==> config.mk <==
export PLATFORM = sky130hd
export DESIGN_NAME = resource_table_validator_flat
export DESIGN_NICKNAME = d
export VERILOG_FILES = /design/src/design/rtv_pkg.sv /design/src/design/rtv_byte_if.sv /design/src/design/rtv_result_if.sv /design/src/design/resource_table_validator.sv /design/src/design/rtv_front.sv /design/src/design/rtv_queue.sv /design/src/design/rtv_back.sv /design/src/flat_wrapper.sv
export SDC_FILE = /design/constraint.sdc
export NUM_CORES = 1
export LEC_CHECK = 0
export BUFFER_PORTS_ARGS = -buffer_cell sky130_fd_sc_hd__buf_4
export CORE_MARGIN = 8
export CORE_UTILIZATION = 55
export CTS_CLUSTER_SIZE = 14
export DETAILED_ROUTE_END_ITERATION = 7
export PLACE_DENSITY = 0.81
export REMOVE_ABC_BUFFERS = 1
export SLEW_MARGIN = 20
export SYNTH_ARGS = -nofsm -noshare
export SYNTH_HDL_FRONTEND = slang
export SYNTH_SLANG_ARGS = --single-unit
export TNS_END_PERCENT = 1
==> constraint.sdc <==
create_clock -name clk -period 21.1 [get_ports clk]
set_clock_uncertainty 0.2 [all_clocks]
set_input_delay 4.22 -clock clk [delete_from_list [all_inputs] [get_ports clk]]
set_output_delay 4.22 -clock clk [all_outputs]
set_load 0.03 [all_outputs]
==> src/design/rtv_pkg.sv <==
// rtv_pkg: shared types and constants for the resource table validator
// no dependencies
`default_nettype none

package rtv_pkg;

  localparam int unsigned ENTRY_BYTES = 22;
  localparam int unsigned NAME_FIELD  = 12;
  localparam int unsigned MIN_SPAN    = 46;
  localparam int unsigned COUNT_MIN   = 2;
  localparam int unsigned QUEUE_DEPTH = 2;

  localparam logic [4:0] POS_LAST        = 5'(ENTRY_BYTES - 1);
  localparam logic [4:0] POS_NAME_LAST   = 5'(NAME_FIELD);
  localparam logic [4:0] POS_OFFSET_BASE = 5'(NAME_FIELD + 1);
  localparam logic [4:0] POS_OFFSET_LAST = 5'(NAME_FIELD + 4);
  localparam logic [4:0] POS_SIZE_BASE   = 5'(NAME_FIELD + 5);
  localparam logic [4:0] POS_SIZE_LAST   = 5'(NAME_FIELD + 8);

  typedef enum logic [1:0] {
    PH_HEADER,
    PH_TABLE,
    PH_IDLE
  } phase_t;

  typedef enum logic [1:0] {
    FR_HDR0,
    FR_HDR1,
    FR_ENTRY
  } front_state_t;

  typedef enum logic [1:0] {
    KIND_HDR0,
    KIND_HDR1,
    KIND_ENTRY
  } kind_t;

  typedef enum logic [3:0] {
    ERR_NONE      = 4'd0,
    ERR_SHORT     = 4'd1,
    ERR_COUNT     = 4'd2,
    ERR_TABLE     = 4'd3,
    ERR_NAME_LEN  = 4'd4,
    ERR_PADDING   = 4'd5,
    ERR_OFFSET    = 4'd6,
    ERR_SIZE      = 4'd7,
    ERR_TRAILING  = 4'd8
  } err_t;

  typedef struct packed {
    logic       restart;
    kind_t      kind;
    logic [4:0] pos;
    logic [7:0] value;
  } item_t;

  typedef struct packed {
    logic [15:0] member_index;
    logic [31:0] payload_offset;
    logic [31:0] payload_size;
    logic [3:0]  name_length;
    logic [7:0]  resource_type;
    logic        is_final;
    err_t        error_code;
  } result_t;

endpackage

`default_nettype wire

==> src/design/rtv_byte_if.sv <==
// rtv_byte_if: input byte channel, valid/ready with byte payload
// no dependencies
`default_nettype none

interface rtv_byte_if;
  logic       valid;
  logic       ready;
  logic [7:0] byte_value;
  logic       first_byte;

  modport source(output valid, byte_value, first_byte, input ready);
  modport sink(input valid, byte_value, first_byte, output ready);
endinterface

`default_nettype wire

==> src/design/rtv_result_if.sv <==
// rtv_result_if: result channel, valid/ready with member record payload
// no dependencies
`default_nettype none

interface rtv_result_if;
  logic        valid;
  logic        ready;
  logic [15:0] member_index;
  logic [31:0] payload_offset;
  logic [31:0] payload_size;
  logic [3:0]  name_length;
  logic [7:0]  resource_type;
  logic        is_final;
  logic [3:0]  error_code;

  modport source(output valid, member_index, payload_offset, payload_size, name_length,
                 resource_type, is_final, error_code, input ready);
  modport sink(input valid, member_index, payload_offset, payload_size, name_length,
               resource_type, is_final, error_code, output ready);
endinterface

`default_nettype wire

==> src/design/resource_table_validator.sv <==
// resource_table_validator: top level, span register, front, queue and back
// one byte per cycle while the result side takes results; a result's byte is held in a queue slot,
// then the result is loaded into the output register as the slot pops; pops wait while the result side stalls
// depends on rtv_pkg, rtv_byte_if, rtv_result_if, rtv_front, rtv_queue, rtv_back
// synchronous reset puts the parser in the header phase and clears the span to zero
`default_nettype none

module resource_table_validator #(
  parameter int unsigned QUEUE_DEPTH = rtv_pkg::QUEUE_DEPTH
) (
  input  wire logic        clk,
  input  wire logic        rst,
  rtv_byte_if.sink         item,
  rtv_result_if.source     result,
  input  wire logic        cfg_wen,
  input  wire logic [31:0] cfg_wdata
);

  logic [31:0]    file_span;
  logic           room;
  logic           push;
  logic           pop;
  logic           head_valid;
  rtv_pkg::item_t classified;
  rtv_pkg::item_t head;

  always_ff @(posedge clk) begin
    if (rst) begin
      file_span <= '0;
    end else if (cfg_wen) begin
      file_span <= cfg_wdata;
    end
  end

  rtv_front u_front (
    .clk        (clk),
    .rst        (rst),
    .item       (item),
    .room       (room),
    .push       (push),
    .classified (classified)
  );

  rtv_queue #(
    .DEPTH (QUEUE_DEPTH)
  ) u_queue (
    .clk        (clk),
    .rst        (rst),
    .push       (push),
    .push_item  (classified),
    .pop        (pop),
    .head_valid (head_valid),
    .head       (head),
    .room       (room)
  );

  rtv_back u_back (
    .clk        (clk),
    .rst        (rst),
    .file_span  (file_span),
    .head_valid (head_valid),
    .head       (head),
    .pop        (pop),
    .result     (result)
  );

endmodule

`default_nettype wire

==> src/design/rtv_front.sv <==
// rtv_front: accepts input beats and tags each with its place in the archive
// depends on rtv_pkg, rtv_byte_if
`default_nettype none

module rtv_front (
  input  wire logic           clk,
  input  wire logic           rst,
  rtv_byte_if.sink            item,
  input  wire logic           room,
  output logic                push,
  output rtv_pkg::item_t      classified
);

  rtv_pkg::front_state_t state;
  rtv_pkg::front_state_t state_next;
  logic [4:0]            pos;
  logic [4:0]            pos_next;

  assign item.ready = room;
  assign push       = item.valid & room;

  always_ff @(posedge clk) begin
    if (rst) begin
      state <= rtv_pkg::FR_HDR0;
      pos   <= '0;
    end else begin
      state <= state_next;
      pos   <= pos_next;
    end
  end

  always_comb begin
    classified.restart = item.first_byte;
    classified.value   = item.byte_value;
    classified.pos     = '0;
    classified.kind    = rtv_pkg::KIND_HDR0;
    if (!item.first_byte) begin
      case (state)
        rtv_pkg::FR_HDR0: classified.kind = rtv_pkg::KIND_HDR0;
        rtv_pkg::FR_HDR1: classified.kind = rtv_pkg::KIND_HDR1;
        rtv_pkg::FR_ENTRY: begin
          classified.kind = rtv_pkg::KIND_ENTRY;
          classified.pos  = pos;
        end
        default: classified.kind = rtv_pkg::KIND_HDR0;
      endcase
    end

    state_next = state;
    pos_next   = pos;
    if (push) begin
      case (classified.kind)
        rtv_pkg::KIND_HDR0: begin
          state_next = rtv_pkg::FR_HDR1;
          pos_next   = '0;
        end
        rtv_pkg::KIND_HDR1: begin
          state_next = rtv_pkg::FR_ENTRY;
          pos_next   = '0;
        end
        rtv_pkg::KIND_ENTRY: begin
          pos_next = (pos == rtv_pkg::POS_LAST) ? 5'd0 : pos + 5'd1;
        end
        default: state_next = rtv_pkg::FR_HDR0;
      endcase
    end
  end

endmodule

`default_nettype wire

==> src/design/rtv_queue.sv <==
// rtv_queue: short fifo of tagged beats between front and back
// depends on rtv_pkg
`default_nettype none

module rtv_queue #(
  parameter int unsigned DEPTH = rtv_pkg::QUEUE_DEPTH
) (
  input  wire logic            clk,
  input  wire logic            rst,
  input  wire logic            push,
  input  wire rtv_pkg::item_t  push_item,
  input  wire logic            pop,
  output logic                 head_valid,
  output rtv_pkg::item_t       head,
  output logic                 room
);

  localparam int unsigned PTR_W = (DEPTH > 1) ? $clog2(DEPTH) : 1;
  localparam int unsigned CNT_W = $clog2(DEPTH + 1);
  localparam logic [PTR_W-1:0] PTR_LAST = PTR_W'(DEPTH - 1);
  localparam logic [CNT_W-1:0] CNT_FULL = CNT_W'(DEPTH);

  rtv_pkg::item_t   slots [DEPTH];
  logic [PTR_W-1:0] wr_ptr;
  logic [PTR_W-1:0] rd_ptr;
  logic [CNT_W-1:0] fill;

  assign head_valid = (fill != '0);
  assign head       = slots[rd_ptr];
  assign room       = (fill != CNT_FULL);

  always_ff @(posedge clk) begin
    if (push) begin
      slots[wr_ptr] <= push_item;
    end
  end

  always_ff @(posedge clk) begin
    if (rst) begin
      wr_ptr <= '0;
      rd_ptr <= '0;
      fill   <= '0;
    end else begin
      if (push) begin
        wr_ptr <= (wr_ptr == PTR_LAST) ? '0 : wr_ptr + 1'b1;
      end
      if (pop) begin
        rd_ptr <= (rd_ptr == PTR_LAST) ? '0 : rd_ptr + 1'b1;
      end
      if (push && !pop) begin
        fill <= fill + 1'b1;
      end else if (pop && !push) begin
        fill <= fill - 1'b1;
      end
    end
  end

endmodule

`default_nettype wire

==> src/design/rtv_back.sv <==
// rtv_back: table parser and checker, drives the result output register
// depends on rtv_pkg, rtv_result_if
`default_nettype none

module rtv_back (
  input  wire logic           clk,
  input  wire logic           rst,
  input  wire logic [31:0]    file_span,
  input  wire logic           head_valid,
  input  wire rtv_pkg::item_t head,
  output logic                pop,
  rtv_result_if.source        result
);

  rtv_pkg::phase_t  phase;
  rtv_pkg::phase_t  phase_next;
  logic [15:0]      member_count;
  logic [15:0]      member_count_next;
  logic [15:0]      entries_done;
  logic [15:0]      entries_done_next;
  logic [31:0]      payload_cursor;
  logic [31:0]      payload_cursor_next;
  logic [31:0]      offset_accum;
  logic [31:0]      offset_accum_next;
  logic [31:0]      size_accum;
  logic [31:0]      size_accum_next;
  logic [7:0]       name_len_held;
  logic [7:0]       name_len_held_next;
  logic             padding_bad;
  logic             padding_bad_next;

  logic             out_valid;
  rtv_pkg::result_t out_data;
  logic             fire;
  rtv_pkg::result_t res;

  logic [15:0]      hdr_count;
  logic [20:0]      tbl_bytes;
  logic [32:0]      entry_end;
  logic [1:0]       off_lane;
  logic [1:0]       size_lane;
  logic [4:0]       name_idx;
  logic [16:0]      done_plus;

  assign pop        = head_valid & (~out_valid | result.ready);
  assign hdr_count  = {head.value, member_count[7:0]};
  assign tbl_bytes  = 21'(hdr_count) * 21'(rtv_pkg::ENTRY_BYTES);
  assign entry_end  = {1'b0, size_accum} + {1'b0, payload_cursor};
  assign off_lane   = 2'(head.pos - rtv_pkg::POS_OFFSET_BASE);
  assign size_lane  = 2'(head.pos - rtv_pkg::POS_SIZE_BASE);
  assign name_idx   = head.pos - 5'd1;
  assign done_plus  = {1'b0, entries_done} + 17'd1;

  always_comb begin
    phase_next          = phase;
    member_count_next   = member_count;
    entries_done_next   = entries_done;
    payload_cursor_next = payload_cursor;
    offset_accum_next   = offset_accum;
    size_accum_next     = size_accum;
    name_len_held_next  = name_len_held;
    padding_bad_next    = padding_bad;
    fire                = 1'b0;
    res                 = '0;

    if (pop) begin
      if (head.restart) begin
        phase_next          = rtv_pkg::PH_HEADER;
        member_count_next   = '0;
        entries_done_next   = '0;
        payload_cursor_next = '0;
        offset_accum_next   = '0;
        size_accum_next     = '0;
        name_len_held_next  = '0;
        padding_bad_next    = 1'b0;
      end

      case (phase_next)
        rtv_pkg::PH_HEADER: begin
          if (head.kind == rtv_pkg::KIND_HDR0) begin
            if (file_span < 32'(rtv_pkg::MIN_SPAN)) begin
              fire           = 1'b1;
              res.is_final   = 1'b1;
              res.error_code = rtv_pkg::ERR_SHORT;
              phase_next     = rtv_pkg::PH_IDLE;
            end else begin
              member_count_next = {8'h00, head.value};
            end
          end else if (head.kind == rtv_pkg::KIND_HDR1) begin
            member_count_next = hdr_count;
            if (hdr_count < 16'(rtv_pkg::COUNT_MIN)) begin
              fire           = 1'b1;
              res.is_final   = 1'b1;
              res.error_code = rtv_pkg::ERR_COUNT;
              phase_next     = rtv_pkg::PH_IDLE;
            end else if (33'(tbl_bytes) > ({1'b0, file_span} - 33'd2)) begin
              fire           = 1'b1;
              res.is_final   = 1'b1;
              res.error_code = rtv_pkg::ERR_TABLE;
              phase_next     = rtv_pkg::PH_IDLE;
            end else begin
              payload_cursor_next = 32'(tbl_bytes) + 32'd2;
              phase_next          = rtv_pkg::PH_TABLE;
              entries_done_next   = '0;
            end
          end
        end
        rtv_pkg::PH_TABLE: begin
          if (head.kind == rtv_pkg::KIND_ENTRY) begin
            if (head.pos == 5'd0) begin
              name_len_held_next = head.value;
              padding_bad_next   = 1'b0;
              offset_accum_next  = '0;
              size_accum_next    = '0;
            end else if (head.pos <= rtv_pkg::POS_NAME_LAST) begin
              if (({3'b000, name_idx} >= name_len_held) && (head.value != 8'h00)) begin
                padding_bad_next = 1'b1;
              end
            end else if (head.pos <= rtv_pkg::POS_OFFSET_LAST) begin
              offset_accum_next[{off_lane, 3'b000} +: 8] = head.value;
            end else if (head.pos <= rtv_pkg::POS_SIZE_LAST) begin
              size_accum_next[{size_lane, 3'b000} +: 8] = head.value;
            end

            if (head.pos == rtv_pkg::POS_LAST) begin
              fire             = 1'b1;
              res.member_index = entries_done;
              if ((name_len_held < 8'd1) || (name_len_held > 8'(rtv_pkg::NAME_FIELD))) begin
                res.is_final   = 1'b1;
                res.error_code = rtv_pkg::ERR_NAME_LEN;
                phase_next     = rtv_pkg::PH_IDLE;
              end else if (padding_bad) begin
                res.is_final   = 1'b1;
                res.error_code = rtv_pkg::ERR_PADDING;
                phase_next     = rtv_pkg::PH_IDLE;
              end else if (offset_accum != payload_cursor) begin
                res.is_final   = 1'b1;
                res.error_code = rtv_pkg::ERR_OFFSET;
                phase_next     = rtv_pkg::PH_IDLE;
              end else if ((size_accum == '0) || (entry_end > {1'b0, file_span})) begin
                res.is_final   = 1'b1;
                res.error_code = rtv_pkg::ERR_SIZE;
                phase_next     = rtv_pkg::PH_IDLE;
              end else begin
                res.payload_offset  = offset_accum;
                res.payload_size    = size_accum;
                res.name_length     = name_len_held[3:0];
                res.resource_type   = head.value;
                payload_cursor_next = entry_end[31:0];
                entries_done_next   = done_plus[15:0];
                if (done_plus >= {1'b0, member_count}) begin
                  res.is_final   = 1'b1;
                  res.error_code = (entry_end[31:0] == file_span) ? rtv_pkg::ERR_NONE
                                                                  : rtv_pkg::ERR_TRAILING;
                  phase_next     = rtv_pkg::PH_IDLE;
                end
              end
            end
          end
        end
        default: ;
      endcase
    end
  end

  always_ff @(posedge clk) begin
    if (rst) begin
      phase          <= rtv_pkg::PH_HEADER;
      member_count   <= '0;
      entries_done   <= '0;
      payload_cursor <= '0;
      offset_accum   <= '0;
      size_accum     <= '0;
      name_len_held  <= '0;
      padding_bad    <= 1'b0;
      out_valid      <= 1'b0;
    end else begin
      phase          <= phase_next;
      member_count   <= member_count_next;
      entries_done   <= entries_done_next;
      payload_cursor <= payload_cursor_next;
      offset_accum   <= offset_accum_next;
      size_accum     <= size_accum_next;
      name_len_held  <= name_len_held_next;
      padding_bad    <= padding_bad_next;
      if (fire) begin
        out_valid <= 1'b1;
      end else if (result.ready) begin
        out_valid <= 1'b0;
      end
    end
  end

  always_ff @(posedge clk) begin
    if (fire) begin
      out_data <= res;
    end
  end

  assign result.valid          = out_valid;
  assign result.member_index   = out_data.member_index;
  assign result.payload_offset = out_data.payload_offset;
  assign result.payload_size   = out_data.payload_size;
  assign result.name_length    = out_data.name_length;
  assign result.resource_type  = out_data.resource_type;
  assign result.is_final       = out_data.is_final;
  assign result.error_code     = out_data.error_code;

endmodule

`default_nettype wire
==> src/flat_wrapper.sv <==
// flat-port wrapper written by rule: the top's interface ports become plain ports
module resource_table_validator_flat 
#(
  parameter int unsigned QUEUE_DEPTH = rtv_pkg::QUEUE_DEPTH
)
  (clk, rst, cfg_wen, cfg_wdata, item_valid, item_byte_value, item_first_byte, item_ready, result_valid, result_member_index, result_payload_offset, result_payload_size, result_name_length, result_resource_type, result_is_final, result_error_code, result_ready);
  rtv_byte_if item_i ();
  rtv_result_if result_i ();
  input  wire logic clk;
  input  wire logic rst;
  input  wire logic cfg_wen;
  input  wire logic [31:0] cfg_wdata;
  input wire logic [$bits(item_i.valid)-1:0] item_valid;
  input wire logic [$bits(item_i.byte_value)-1:0] item_byte_value;
  input wire logic [$bits(item_i.first_byte)-1:0] item_first_byte;
  output wire logic [$bits(item_i.ready)-1:0] item_ready;
  output wire logic [$bits(result_i.valid)-1:0] result_valid;
  output wire logic [$bits(result_i.member_index)-1:0] result_member_index;
  output wire logic [$bits(result_i.payload_offset)-1:0] result_payload_offset;
  output wire logic [$bits(result_i.payload_size)-1:0] result_payload_size;
  output wire logic [$bits(result_i.name_length)-1:0] result_name_length;
  output wire logic [$bits(result_i.resource_type)-1:0] result_resource_type;
  output wire logic [$bits(result_i.is_final)-1:0] result_is_final;
  output wire logic [$bits(result_i.error_code)-1:0] result_error_code;
  input wire logic [$bits(result_i.ready)-1:0] result_ready;
  assign item_i.valid = item_valid;
  assign item_i.byte_value = item_byte_value;
  assign item_i.first_byte = item_first_byte;
  assign item_ready = item_i.ready;
  assign result_valid = result_i.valid;
  assign result_member_index = result_i.member_index;
  assign result_payload_offset = result_i.payload_offset;
  assign result_payload_size = result_i.payload_size;
  assign result_name_length = result_i.name_length;
  assign result_resource_type = result_i.resource_type;
  assign result_is_final = result_i.is_final;
  assign result_error_code = result_i.error_code;
  assign result_i.ready = result_ready;
  resource_table_validator #(.QUEUE_DEPTH(QUEUE_DEPTH)) u_core (.clk(clk), .rst(rst), .item(item_i), .result(result_i), .cfg_wen(cfg_wen), .cfg_wdata(cfg_wdata));
endmodule
==> results of run 1 <==
-- final cells by class --
class | instances | area share
Timing Repair Buffer | 160 | 0.0553
Tap cell | 455 | 0.0262
Clock inverter | 18 | 0.0103
Sequential cell | 313 | 0.348
Clock buffer | 44 | 0.0433
Inverter | 155 | 0.0269
Multi-Input combinational cell | 1520 | 0.490
-- cells by family (layout without fill, tap and decap cells) --
family / count (synthesis) / count (layout) / share of synthesized area
muxes: 53 / 53 / 0.0284
AOI/OAI and AO/OA: 466 / 466 / 0.170
buffers and inverters: 231 / 377 / 0.0464
xor gates and xnor gates: 123 / 123 / 0.0565
and+or+nand+nor: 712 / 712 / 0.188
adders and majority gates: 166 / 166 / 0.114
DFF: 313 / 313 / 0.396
-- stage by stage --
| stage | worst slack, ns | utilization | hold WS [ns] | cells |
|---|---|---|---|---|
| floorplan | 12.57 | - | 0.248 | 1988 |
| global placement | 12.97 | 0.598 | 0.277 | 2603 |
| detailed placement | 12.71 | 0.598 | 0.285 | 2603 |
| CTS | 12.69 | 0.632 | 0.301 | 2665 |
| global route | 12.09 | 0.632 | 0.326 | 2665 |
| finish | 12.62 | 0.632 | 0.301 | 2665 |
-- state kept, by name (all words and copies together) (netlist names), 5 cells and up, named ones only --
name / count
u_core.u_back.offset_accum: 32
u_core.u_back.result.payload_size: 32
u_core.u_back.size_accum: 32
u_core.u_back.result.member_index: 16
u_core.u_back.name_len_held: 8
u_core.u_back.payload_cursor: 32
u_core.u_back.result.resource_type: 8
u_core.u_front.pos: 5
u_core.u_back.member_count: 16
u_core.u_queue.slots: 32
u_core.file_span: 32
u_core.u_back.result.payload_offset: 32
u_core.u_back.entries_done: 16
-- power by group through the flow --
| stage | combinational (mW) | clock (mW) | sequential, mW |
|---|---|---|---|
| after CTS | 1.43 | 0.621 | 0.779 |
| after detailed placement | 1.42 | 0 | 0.791 |
| after floorplan | 0.926 | 0 | 0.837 |
| final | 1.46 | 0.615 | 0.781 |
| after global routing | 1.59 | 0.645 | 0.786 |
| after global placement | 1.39 | 0 | 0.788 |
-- cells in the final DEF, fill, tap and decap left out, types with 7 or more instances in the layout --
master     count
a31oi_1       15
buf_4        160
inv_1        153
a21oi_1      103
dfxtp_1      184
o21bai_1       9
ha_1         152
edfxtp_1     129
nor3b_1       10
and4_1         9
xor2_1        29
or3_1         12
a22oi_1       94
nand2b_1      15
nor3_1        43
nand2_1      100
clkinv_2       7
mux2_2         9
o21ai_0       63
nand3_1       63
mux2i_1       43
o211ai_1      10
and2_1        84
xnor2_1       94
o31ai_1        8
nor4_1        27
nand4_1       38
o21a_1        16
fa_1          14
nor2b_1        8
and3_1        41
a22o_1         7
nor2_1       234
a211oi_1      19
a21o_1        32
or2_2          8
clkbuf_16     35
-- per-layer routing --
metal	track usage	share of wire
met1	0.391	0.43
met2	0.428	0.43
met3	0.0508	0.097
met4	0.118	0.046
met5	0	0
-- path summary, 6_finish.rpt --
check	to	slack, ns	cells after the start
worst max register to register	u_core.u_back.result.payload_size[0]$_SDFFCE_PP0P_	12.62	25
worst max-delay path	u_core.u_back.result.payload_size[0]$_SDFFCE_PP0P_	12.62	25
worst min register to register	u_core.u_back.entries_done[14]$_SDFFE_PP0P_	0.30	2
worst min-delay path	u_core.u_back.entries_done[14]$_SDFFE_PP0P_	0.30	2
-- worst reg2reg max path: stages, from the launching register on --
cell and delay (ns):
dfxtp_1 0.97, mux2i_1 0.28, buf_4 0.20, inv_1 0.36
ha_1 0.44, inv_1 0.06, fa_1 0.51, inv_1 0.05
ha_1 0.38, a21oi_1 0.19, o22ai_1 0.13, o31a_1 0.31
a2111o_1 0.41, o311ai_0 0.16, o21ai_0 0.33, ha_1 0.39
nand4_1 0.10, nor3_1 0.32, o311ai_0 0.21, nand3_1 0.22
a31oi_1 0.21, o21ai_0 0.19, and2_1 0.18, a21oi_1 0.13
inv_4 0.46, buf_4 0.69
==> impl_metrics.json, run 1 <==
{
  "seqPwrFrac": 0.273,
  "synthCells": 2064,
  "yosysMostFrequentCell": "nor2_1",
  "yosysWarnings": 0,
  "dp_hpwl_microns": 46000,
  "drv_cap": 0,
  "ios": 145,
  "grt-ovfl-total": 0,
  "area.sequential_sq_um": 7560,
  "synth_top_area_frac": 0.203,
  "grt_pass1_vias": 15700,
  "cts_hold_buf": 0,
  "cts.path.max_buffers": 3,
  "drc_errors": 1,
  "via_count": 16700,
  "clkPwrFrac": 0.215,
  "ys.flop_type": "dfxtp_1",
  "rsz0062_at_grt": "no",
  "n_fill_cell": 2917,
  "total_power_mw": 2.86,
  "ys_ff_latch": 313,
  "async_flop_share": 0,
  "detail_route.wl_per_cell_microns": 22.4,
  "area_growth_pct": 13.8,
  "cp.required_ns": 21.06,
  "yosys.area.top_type": "edfxtp_1",
  "place_congestion": 1.01,
  "worstHoldStart": "u_core.u_back.entries_done[14]$_SDFFE_PP0P_",
  "hold_class": "flip-flop to flip-flop",
  "grt_usage": 0.282,
  "path_clk_slew_ns": 0.06,
  "diodes": 0,
  "endpoint_kind": "flip-flop",
  "fin_crit_ns": 8.48,
  "grt_start_max_net_pins": 93,
  "fmax_mhz": 118,
  "h-tree-depth": 2,
  "pwr-share-comb": 0.512,
  "leakage_nw": 9.06,
  "drv_slew": 0,
  "viasPerCell": 6.26,
  "drt_iter0_drc": 1840,
  "cp.arrival_ns": 8.44,
  "finalCritPeriodShare": 0.402,
  "netSwitchingFraction": 0.447,
  "die_y_microns": 202,
  "p_int_mw": 1.58,
  "core_sq_um": 34400,
  "multi_input_area_sq_um": 10600,
  "fp.dieW_microns": 202,
  "cpLargestDelayFamily": "compound AO/OA/AOI/OAI gates",
  "fin_area_sq_um": 21700,
  "crit_fanout": 60,
  "die_area_sq_um": 40900,
  "synth_cell_types": 86,
  "grt_pass1_wl_microns": 91200,
  "synth_common_cells": "nor2_1, dfxtp_1, inv_1",
  "cts_tree": "yes",
  "peakVddDrop_v": 0.0000806,
  "hold_viol": 0,
  "critPathMaxStageDelay_ns": 0.97,
  "post_cts_resized": 0,
  "ant_nets": 0,
  "drive_gt1_frac": 0.117,
  "yosysSeqAreaShare": 0.396,
  "synth.area.top_cells": "edfxtp_1, dfxtp_1, ha_1",
  "place_area_sq_um": 20500,
  "power_switching_mw": 1.28,
  "start_util": 0.555,
  "violations": "DRC",
  "cts-root-buf": "clkbuf_16",
  "finalSetupViolCount": 0,
  "cts_sinks": 313,
  "crit_path_start_kind": "flip-flop",
  "cts_setup_buffers": 0,
  "syn-cell-area_sq_um": 19100,
  "drt_first_pass_iters": 8,
  "nNetsFinal": 2396,
  "io_buffers": 144,
  "maxSlewHeadroom": 0.306,
  "cts_inserted_buffers": 34,
  "grt_antenna_before_repair": 1,
  "final.setup.tns_ns": 0,
  "routed_wl_microns": 59700,
  "num_rows": 68,
  "pwr_density_cell_nw_per_um2": 132,
  "synth_area_per_cell_sq_um": 9.24,
  "crit_buf_inv": 6,
  "crit_type": "flip-flop to flip-flop",
  "synth_edf_count": 129,
  "critPathSlowestCell": "dfxtp_1",
  "insertion_delay_ns": 0.54,
  "status": "finished, violations left",
  "tightest_slew_ns": 1.03
}
(Power assumes the default switching activity.)
==> run 2, diff against run 1 <==
- ABC_AREA: unset -> 1
- PLACE_DENSITY: 0.81 -> 0.83
- clock period: 21.1 -> 7.01 ns (I/O delays scaled with it)
==> run 2 against run 1 <==
  * The flow still finishes with violations (DRC)
  * Largest power group unchanged
  * Critical endpoint is now u_core.u_back.entries_done[12]$_SDFFE_PP0P_
  * First-iteration DRC count grew 40%
  * Via count grew 30%
  * Non-clock buffer count grew 14
  * Largest cell class unchanged
==> impl_metrics.json, run 2 <==
{
  "synth_top_area_frac": 0.180,
  "hold_viol": 0,
  "synthCells": 3005,
  "violations": "DRC",
  "cts_tree": "yes",
  "fp.dieW_microns": 214,
  "grt_start_max_net_pins": 87,
  "ant_nets": 0,
  "crit_type": "flip-flop to flip-flop",
  "leakage_nw": 10.3,
  "utilization": 0.630,
  "final_cell_mix": "nand2_1, inv_1, nor2_1, a21oi_1, o21ai_0",
  "synth_area_per_cell_sq_um": 7.15,
  "fin_area_sq_um": 24300,
  "insertion_delay_ns": 0.57,
  "endpoint_kind": "flip-flop",
  "area_growth_pct": 13.3,
  "cp.required_ns": 7.28,
  "cts_hold_buf": 0,
  "num_rows": 72,
  "yosysSeqAreaShare": 0.352,
  "place_congestion": 1.05,
  "pwr_density_cell_nw_per_um2": 468,
  "ys.flop_type": "dfxtp_1",
  "critPathMaxStageDelay_ns": 0.50,
  "total_power_mw": 11.4,
  "detail_route.wl_per_cell_microns": 20.6,
  "syn-cell-area_sq_um": 21500,
  "grt_antenna_before_repair": 2,
  "cts_inserted_buffers": 37,
  "via_count": 21700,
  "crit_fanout": 17,
  "cts.path.max_buffers": 3,
  "drv_slew": 0,
  "grt_usage": 0.325,
  "layout_commonest_cell": "nand2_1",
  "synth_cell_types": 56,
  "routed_wl_microns": 75500,
  "tightest_slew_ns": 0.983,
  "start_util": 0.556,
  "place_ws_ns": 0.742,
  "path_clk_slew_ns": 0.06,
  "drc_errors": 2,
  "place_area_sq_um": 23100,
  "core_sq_um": 38600,
  "rsz0062_at_grt": "no",
  "critPathSlowestCell": "fa_1",
  "finalSetupViolCount": 0,
  "fin_crit_ns": 6.27,
  "final.setup.tns_ns": 0,
  "drt_first_pass_iters": 8,
  "worst_slack_ns": 0.740,
  "async_flop_share": 0,
  "dp_cells": 3601,
  "peakVddDrop_v": 0.000571,
  "finalCritPeriodShare": 0.894,
  "viasPerCell": 5.92,
  "cts-root-buf": "clkbuf_16",
  "die_y_microns": 214,
  "cp.arrival_ns": 6.54,
  "die_area_sq_um": 45700,
  "layout.cells.non_filler": 3672,
  "ys_ff_latch": 313,
  "status": "finished, violations left",
  "dp_hpwl_microns": 58200,
  "hold_ws_ns": 0.277,
  "synth_common_cells": "nand2_1, inv_1, nor2_1",
  "cts_sinks": 313,
  "ios": 145,
  "io_buffers": 144,
  "fmax_mhz": 159,
  "grt_pass1_wl_microns": 115000,
  "maxSlewHeadroom": 0.344,
  "synth_edf_count": 129,
  "grt_pass1_vias": 20600,
  "yosysMostFrequentCell": "nand2_1",
  "drv_cap": 0,
  "hold_class": "flip-flop to flip-flop",
  "yosys.area.top_type": "edfxtp_1",
  "h-tree-depth": 2,
  "drive_gt1_frac": 0.0904,
  "nNetsFinal": 3334,
  "crit_path_start_kind": "flip-flop",
  "synth.area.top_cells": "edfxtp_1, dfxtp_1, nand2_1",
  "crit_top_cell": "nand2_1",
  "yosysWarnings": 0,
  "drt_iter0_drc": 2578,
  "grt-ovfl-total": 0
}
[run 2: what timing repair did]
| action | CTS | global route |
|---|---|---|
| gates resized for setup | 0 | 2 |
| endpoints found under the setup margin | 0 | 45 |
| setup buffers | 0 | 0 |
[run 2: worst paths after layout]
| check | slack (ns) | from | end | cells past startpoint |
|---|---|---|---|---|
| setup reg to reg | 0.74 | flip-flop | u_core.u_back.entries_done[12]$_SDFFE_PP0P_ | 32 |
| hold / removal | 0.28 | u_core.u_back.offset_accum[14]$_SDFFE_PP0P_ | u_core.u_back.offset_accum[14]$_SDFFE_PP0P_ | 2 |
| hold reg to reg | 0.28 | u_core.u_back.offset_accum[14]$_SDFFE_PP0P_ | u_core.u_back.offset_accum[14]$_SDFFE_PP0P_ | 2 |
| setup / recovery | 0.74 | flip-flop | u_core.u_back.entries_done[12]$_SDFFE_PP0P_ | 32 |
[run 2: cell families (layout without fill, tap and decap cells)]
kind of cell,count (synthesis),count (layout),share of synthesized area
other,0,3,0
and+or+nand+nor,1286,1286,0.256
adders and majority gates,166,166,0.102
xor gates and xnor gates,106,106,0.0432
AOI/OAI and AO/OA,628,628,0.157
buffers and inverters,506,652,0.0905
DFF,313,313,0.352
[run 2: layer usage]
layer / GRT usage / vias to the layer above / share of wire / wire length [microns]
met3: 0.0596 / 174 / 0.095 / 7150
met5: 0 / - / 0 / 0
met4: 0.123 / 0 / 0.036 / 2740
li1: - / 10200 / - / -
met1: 0.423 / 10200 / 0.41 / 31100
met2: 0.532 / 1122 / 0.46 / 34500
[run 2: layout make-up]
class,instances,area [sq um]
Clock inverter,23,267
Multi-Input combinational cell,2186,12000
Fill cell,3527,14300
Timing Repair Buffer,174,1320
Tap cell,518,648
Inverter,410,1540
Sequential cell,313,7560
Antenna cell,3,7.51
Clock buffer,45,998
[run 2: worst max-delay path: cells and delay by family (launching register included)]
family | cells | cell delay (ns)
and+or+nand+nor | 15 | 1.76
adders and majority gates | 4 | 1.50
AOI/OAI and AO/OA | 6 | 1.25
buffers and inverters | 7 | 1.09
DFF | 1 | 0.33
[run 2: report_power, final]
group / switching (mW) / internal, mW
Combinational: 4.87 / 2.02
Clock: 0.828 / 1.18
Sequential: 0.270 / 2.23
